==> src/sv/sit_pkg.sv <==
// ----------------------------------------------------------------------------
// sit_pkg
// Shared constants and width helpers for the segment intersection test block.
// ----------------------------------------------------------------------------
`default_nettype none

package sit_pkg;

   localparam int COORD_WIDTH_DEF = 16;
   localparam int FRAC_BITS_DEF   = 16;
   localparam int OUT_WIDTH       = 48;
   localparam int TOL_WIDTH       = 16;
   localparam logic [TOL_WIDTH-1:0] TOL_RESET = 16'd1;
   localparam int FIFO_DEPTH      = 4;

   // Width of the signed direction determinant.
   function automatic int det_w(input int cw);
      return 2 * (cw + 1) + 1;
   endfunction

   // Width of the unsigned numerator magnitude handed to the divider.
   function automatic int nx_w(input int cw, input int f);
      int nw;
      nw = 3 * cw + 3 + f;
      return (nw > OUT_WIDTH) ? nw : OUT_WIDTH + 1;
   endfunction

   // Width of one queue entry between the front and back halves.
   function automatic int qent_w(input int cw, input int f);
      return 8 * cw + 1 + det_w(cw) + 2 * nx_w(cw, f) + 4;
   endfunction

endpackage

`default_nettype wire

==> src/sv/sit_fifo.sv <==
// ----------------------------------------------------------------------------
// sit_fifo
// Small register queue that decouples the front and back halves.
// ----------------------------------------------------------------------------
`default_nettype none

module sit_fifo #(
   parameter int WIDTH = 8,
   parameter int DEPTH = sit_pkg::FIFO_DEPTH
) (
   input  wire logic             clock,
   input  wire logic             reset,
   input  wire logic             push,
   input  wire logic [WIDTH-1:0] push_data,
   output logic                  full,
   input  wire logic             pop,
   output logic      [WIDTH-1:0] pop_data,
   output logic                  empty
);

   localparam int AW = $clog2(DEPTH);
   localparam int CNTW = $clog2(DEPTH + 1);

   logic [WIDTH-1:0] mem_ff [DEPTH];
   logic [AW-1:0]    wr_ptr_ff, wr_ptr_in;
   logic [AW-1:0]    rd_ptr_ff, rd_ptr_in;
   logic [CNTW-1:0]  count_ff, count_in;
   logic             do_push, do_pop;

   assign full     = (count_ff == CNTW'(DEPTH));
   assign empty    = (count_ff == '0);
   assign do_push  = push && !full;
   assign do_pop   = pop && !empty;
   assign pop_data = mem_ff[rd_ptr_ff];

   always_comb begin
      wr_ptr_in = wr_ptr_ff;
      rd_ptr_in = rd_ptr_ff;
      count_in  = count_ff;
      if (do_push) begin
         wr_ptr_in = (wr_ptr_ff == AW'(DEPTH - 1)) ? '0 : wr_ptr_ff + 1'b1;
      end
      if (do_pop) begin
         rd_ptr_in = (rd_ptr_ff == AW'(DEPTH - 1)) ? '0 : rd_ptr_ff + 1'b1;
      end
      if (do_push && !do_pop) begin
         count_in = count_ff + 1'b1;
      end else if (do_pop && !do_push) begin
         count_in = count_ff - 1'b1;
      end
   end

   always_ff @(posedge clock) begin
      if (reset) begin
         wr_ptr_ff <= '0;
         rd_ptr_ff <= '0;
         count_ff  <= '0;
      end else begin
         wr_ptr_ff <= wr_ptr_in;
         rd_ptr_ff <= rd_ptr_in;
         count_ff  <= count_in;
      end
   end

   always_ff @(posedge clock) begin
      if (do_push) begin
         mem_ff[wr_ptr_ff] <= push_data;
      end
   end

endmodule

`default_nettype wire

==> config.mk <==
export PLATFORM = sky130hd
export DESIGN_NAME = sit_fifo
export DESIGN_NICKNAME = d
export VERILOG_FILES = /design/src/sv/sit_pkg.sv /design/src/sv/sit_fifo.sv
export SDC_FILE = /design/constraint.sdc
export NUM_CORES = 1
export LEC_CHECK = 0
export ABC_AREA = 1
export BUFFER_PORTS_ARGS = -buffer_cell sky130_fd_sc_hd__buf_2
export CORE_UTILIZATION = 50
export CTS_CLUSTER_DIAMETER = 30
export DETAILED_ROUTE_END_ITERATION = 10
export GPL_TIMING_DRIVEN = 0
export PLACE_DENSITY = 0.71
export SLEW_MARGIN = 15
export SYNTH_ARGS = -nofsm -noshare
export SYNTH_HDL_FRONTEND = slang
export SYNTH_SLANG_ARGS = --single-unit
==> constraint.sdc <==
create_clock -name clock -period 2.05 [get_ports clock]
set_input_delay 0.1025 -clock clock [delete_from_list [all_inputs] [get_ports clock]]
set_output_delay 0.1025 -clock clock [all_outputs]
set_load 0.03 [all_outputs]
==> results of run 1 <==
-- area by class of cell --
type	count	area (um2)
Sequential cell	41	1140
Fill cell	263	1110
Multi-Input combinational cell	86	465
Timing Repair Buffer	32	210
Inverter	18	67.6
Tap cell	44	55.1
Clock buffer	6	41.3
Buffer	2	22.5
Clock inverter	2	10.0
-- state kept, by name (all words and copies together) (netlist names), named ones only --
| name | count |
|---|---|
| mem_ff | 32 |
| rd_ptr_ff | 2 |
| count_ff | 3 |
| wr_ptr_ff | 2 |
-- path summary, 6_finish.rpt --
path / end / slack (ps) / cells after the start
hold / removal: wr_ptr_ff[1]$_SDFFE_PP0P_ / 70 / 3
hold reg to reg: rd_ptr_ff[1]$_SDFFE_PP0P_ / 530 / 2
setup reg to reg: count_ff[2]$_SDFFE_PP0P_ / 150 / 12
setup / recovery: count_ff[2]$_SDFFE_PP0P_ / 150 / 12
-- report_power, final --
part | switching [mW] | total [mW] | internal, mW
Clock | 0.243 | 0.374 | 0.131
Combinational | 0.658 | 0.986 | 0.328
Sequential | 0.0907 | 1.12 | 1.03
-- worst max-delay path: stages (launching register included) --
cell	delay (ps)
dfxtp_1	350
nor2_1	170
nand2_1	140
nand2_1	140
ha_1	190
inv_1	80
fa_1	400
inv_1	80
nand2_1	70
nand3_1	70
nand2_1	50
inv_1	40
nor2_1	30
-- placed cells by master, fill, tap and decap left out, drive strengths merged --
| cell | netlist | routed |
|---|---|---|
| clkinv | 0 | 2 |
| o22ai | 8 | 8 |
| clkbuf | 0 | 6 |
| inv | 18 | 18 |
| edfxtp | 32 | 32 |
| dfxtp | 9 | 9 |
| fa | 1 | 1 |
| dlygate4sd3 | 0 | 9 |
| a21oi | 2 | 2 |
| nand4 | 1 | 1 |
| nor2 | 33 | 33 |
| nand2 | 14 | 14 |
| xor2 | 1 | 1 |
| buf | 2 | 25 |
| ha | 6 | 6 |
| o21ai | 17 | 17 |
| nand3b | 2 | 2 |
| nand3 | 1 | 1 |
-- metal layers --
metal  share of wire (%)  routed length (um)  vias up
li1                    -                   -      579
met1                  40                1210      541
met2                  53                1610       25
met3                 4.6                 138        6
met4                 2.0                  59        0
met5                   0                   0        -
-- repair_timing --
action / CTS / global route
endpoints found under the setup margin: 0 / 2
hold buffers: 9 / 0
resized for setup: 0 / 0
hold endpoints to repair: 33 / 0
buffers inserted: 0 / 2
-- kinds of logic (layout without fill, tap and decap cells) --
logic type,after synthesis,after routing
buffers and inverters,20,60
AOI/OAI and AO/OA,27,27
adders and majority gates,7,7
DFF,41,41
and+or+nand+nor,51,51
xor gates and xnor gates,1,1
==> flow_summary.json, run 1 <==
{
  "status": "finished, final reports clean",
  "critical_path.startpoint_type": "flip-flop",
  "yosys_warnings": 0,
  "ios": 22,
  "crit_start": "count_ff[1]$_SDFFE_PP0P_",
  "cts_buffers": 5,
  "die-area_mm2": 0.00363,
  "viasPerCell": 4.98,
  "holdWs_ps": 65.1,
  "synth_mux_area_share_pct": 0,
  "port-buffer-count": 21,
  "vias": 1151,
  "clockBufferDepth": 2,
  "crit_fanout": 4,
  "cts_tree": "done",
  "synthTopCellsByArea": "edfxtp_1 (57%), dfxtp_1 (11%), nor2_1 (7.3%), ha_1 (4.4%), o21ai_0 (3.8%)",
  "cts.htree.levels": 2,
  "synth.avg_cell_area_um2": 11.5,
  "slew_violations": 0,
  "ys_ff_latch": 41,
  "syn_to_final_growth_pct": 18.7,
  "synthTopCellsByCount": "nor2_1 (33), edfxtp_1 (32), inv_1 (17), nand2_1 (13), o21ai_0 (13)",
  "critPathCaptureType": "flip-flop",
  "maxSlewHeadroom_pct": 46.5,
  "clk_latency_ps": 340,
  "root_buffer": "clkbuf_4",
  "place_ws_ps": 114,
  "drtAntennaViolNets": 0,
  "final.setup.tns_ps": 0,
  "synthesis.nets": 166,
  "grtUsageMet3_pct": 6.06,
  "yosysUniqueCellTypes": 19,
  "antennaDiodeCount": 0,
  "ys_seq_area_share_pct": 67.3,
  "min_period_over_period_pct": 92.7,
  "path_class": "flip-flop to flip-flop",
  "die_h_um": 60.3,
  "placed_cell_area_mm2": 0.00186,
  "grt_pass1_wl_um": 4860,
  "fin_skew_ps": 13.3,
  "hp-start": "push",
  "dp_cells": 212,
  "async_flop_share_pct": 0,
  "min_path_type": "input pin to flip-flop",
  "core_mm2": 0.00313,
  "yosys.area_share.simple_pct": 12.1,
  "tightest_slew_ps": 799,
  "worst_r2r_startpoint": "count_ff[1]$_SDFFE_PP0P_",
  "hold_viol": 0,
  "design_area_mm2": 0.00201,
  "synthXorXnorAreaFrac_pct": 0.516,
  "grt_util_all_layers_pct": 19.5,
  "wl_per_cell_um": 13.1,
  "grtUsageMet2_pct": 35.8,
  "p_leak_nw": 0.823,
  "stdcell_count": 231,
  "drtIter0Drc": 48,
  "synth_compound_area_share_pct": 9.22,
  "max_freq_ghz": 0.526,
  "grt_pass1_vias": 1130,
  "total_power_mw": 2.48,
  "start_util_pct": 54.2,
  "rsz0062_at_grt": "false",
  "row_count": 20,
  "wl_um": 3020,
  "dpl.hpwl_um": 2060,
  "final.min_clock_period_ps": 1900,
  "synthAdderAreaFrac_pct": 5.60,
  "post-route-util_pct": 64.4,
  "synth_top_cell_area_share_pct": 56.6,
  "critical_path_arrival_ps": 2150,
  "cts.sinks": 41,
  "ys.flop_type": "edfxtp_1",
  "grt-ovfl-total": 0,
  "powerDensity_mw_per_mm2": 1230,
  "maxCapViolCount": 0,
  "fp.dieW_um": 60.3,
  "synth-edff-count": 32,
  "cp.required_ps": 2300,
  "syn_area_mm2": 0.00170,
  "grt.busiest_layer": "met2",
  "synth_area_leader_cell": "edfxtp_1",
  "setup_viol": 0,
  "synth_top_family_by_area": "simple AND/OR/NAND/NOR gates",
  "clk_pin_slew_ps": 110,
  "drive_above_1_share_pct": 19.8,
  "drc": 0,
  "gp_congestion": 0.758,
  "ir_worst_vdd_mv": 0.538,
  "yosys.cell_count.top_type": "nor2_1",
  "antenna_found_initial": 0,
  "grt_use_met1_pct": 19.8,
  "first_pass_iters": 6,
  "grt_max_degree": 13,
  "synthCells": 147,
  "nets": 205,
  "setup_slack_ps": 150
}
No activity file was read; power rests on OpenSTA's default activity.
==> run 2, diff against run 1 <==
==> constraint.sdc (replaced) <==
create_clock -name clock -period 2.1 [get_ports clock]
set_input_delay 0.105 -clock clock [delete_from_list [all_inputs] [get_ports clock]]
set_output_delay 0.105 -clock clock [all_outputs]
set_load 0.03 [all_outputs]
==> run 2 against run 1 <==
Clock-buffer cell count unchanged. Cell count down 0.87%. Power down 2.9%. Design area down 0.75%. Largest cell class unchanged.
==> flow_summary.json, run 2 (same netlist as run 1, synthesis figures left out) <==
{
  "final.setup.tns_ps": 0,
  "ir_worst_vdd_mv": 0.525,
  "path_class": "flip-flop to flip-flop",
  "cts_tree": "done",
  "reg2reg_depth": 9,
  "grt-ovfl-total": 0,
  "vias": 1144,
  "p_leak_nw": 0.814,
  "wl_per_cell_um": 13.1,
  "clockBufferDepth": 2,
  "grt_max_degree": 13,
  "dpl.hpwl_um": 2060,
  "cts.htree.levels": 2,
  "slew_violations": 0,
  "antenna_found_initial": 0,
  "hold_end": "wr_ptr_ff[1]$_SDFFE_PP0P_",
  "final.min_clock_period_ps": 1940,
  "post-route-util_pct": 63.9,
  "rsz0062_at_grt": "false",
  "min_path_type": "input pin to flip-flop",
  "start_util_pct": 54.2,
  "ios": 22,
  "cts_buffers": 5,
  "clk_pin_slew_ps": 110,
  "status": "finished, final reports clean",
  "hp-start": "push",
  "syn_to_final_growth_pct": 17.8,
  "dp_cells": 212,
  "port-buffer-count": 21,
  "clk_latency_ps": 340,
  "nets": 203,
  "critical_path.startpoint_type": "flip-flop",
  "tightest_slew_ps": 799,
  "reg.largest.list": "mem_ff: 32 flops, count_ff: 3 flops",
  "wl_um": 2990,
  "drtIter0Drc": 53,
  "max_freq_ghz": 0.516,
  "root_buffer": "clkbuf_4",
  "drtAntennaViolNets": 0,
  "grt_pass1_vias": 1130,
  "drc": 0,
  "row_count": 20,
  "final_common_cell": "nor2_1",
  "layout_common_cells": "nor2_1 (33), edfxtp_1 (32), buf_2 (21)",
  "core_mm2": 0.00313,
  "worst_r2r_startpoint": "count_ff[1]$_SDFFE_PP0P_",
  "maxCapViolCount": 0,
  "largest_register_ffs": 32,
  "critPathCaptureType": "flip-flop",
  "grt_util_all_layers_pct": 19.5,
  "setup_viol": 0,
  "first_pass_iters": 4,
  "viasPerCell": 5.00,
  "cp.required_ps": 2340,
  "die_h_um": 60.3,
  "hold_viol": 0,
  "post_cts_buffers": 0,
  "regToRegEndpoint": "count_ff[1]$_SDFFE_PP0P_",
  "stdcell_count": 229,
  "hold_depth": 3,
  "antennaDiodeCount": 0,
  "ff2ff_setup_slack_ps": 160,
  "grt_pass1_wl_um": 4860,
  "fp.dieW_um": 60.3,
  "fin_skew_ps": 12.2,
  "critical_path_arrival_ps": 2170,
  "gp_congestion": 0.758,
  "min_period_over_period_pct": 92.3,
  "drive_above_1_share_pct": 18.9,
  "crit_fanout": 7,
  "powerDensity_mw_per_mm2": 1210,
  "maxSlewHeadroom_pct": 46.6,
  "die-area_mm2": 0.00363,
  "top_register": "mem_ff",
  "cts.sinks": 41
}
run 2: cell count changes in the layout (fill, tap and decap cells not counted):
cell	delta
buf_4	-2
run 2: final cells by class:
cell class	count	area, um2
buffer	2	22.5
clock buffer	6	41.3
clock inverter	2	10.0
fill	266	1130
inverter	18	67.6
multi-input combinational	86	465
sequential	41	1140
tap	44	55.1
timing repair buffer	30	195
run 2: where the power goes:
group	internal, mW	switching, mW	leakage (nW)
registers	1.01	0.0883	0.368
clock network	0.128	0.237	0.0320
logic	0.311	0.640	0.414
run 2: critical path, stage by stage, from the launching register on:
cell     delay [ps]
dfxtp_1         350
nor2_1          160
nand2_1         130
nand2_2         150
inv_1            70
ha_1            210
inv_1           100
fa_1            410
o21ai_0         180
nor2_1           70
run 2: what timing repair did:
action	CTS	global route
hold buffers	9	0
endpoints found under the hold margin	33	0
resized for setup	0	0
setup endpoints to repair	0	0
run 2: metal layers:
metal / vias up / track usage, % / wire [um]
met5: - / 0 / 0
met2: 27 / 35.8 / 1580
li1: 577 / - / -
met4: 0 / 9.30 / 59
met3: 6 / 6.06 / 122
met1: 534 / 19.8 / 1220
run 2: worst max-delay path by stage:
stage	to	slack, ps	depth (start not counted)	start
floorplan	count_ff[1]$_SDFFE_PP0P_	410	9	count_ff[1]$_SDFFE_PP0P_
global placement	count_ff[1]$_SDFFE_PP0P_	280	9	count_ff[0]$_SDFFE_PP0P_
detailed placement	count_ff[1]$_SDFFE_PP0P_	160	9	count_ff[1]$_SDFFE_PP0P_
CTS	count_ff[1]$_SDFFE_PP0P_	140	9	count_ff[1]$_SDFFE_PP0P_
global route	count_ff[1]$_SDFFE_PP0P_	8	9	count_ff[1]$_SDFFE_PP0P_
finish	count_ff[1]$_SDFFE_PP0P_	160	9	count_ff[1]$_SDFFE_PP0P_
run 2: per-stage QoR:
stage | instance area, um2 | total power [mW] | setup slack, ps | hold WS (ps)
finish | 2000 | 2.41 | 162 | 65.4
global placement | 1860 | 2.01 | 285 | 277
global route | 2000 | 2.58 | 8.11 | 76.5
CTS | 2000 | 2.43 | 143 | 49.2
floorplan | 1700 | 1.79 | 410 | 177
detailed placement | 1860 | 2.05 | 164 | 281
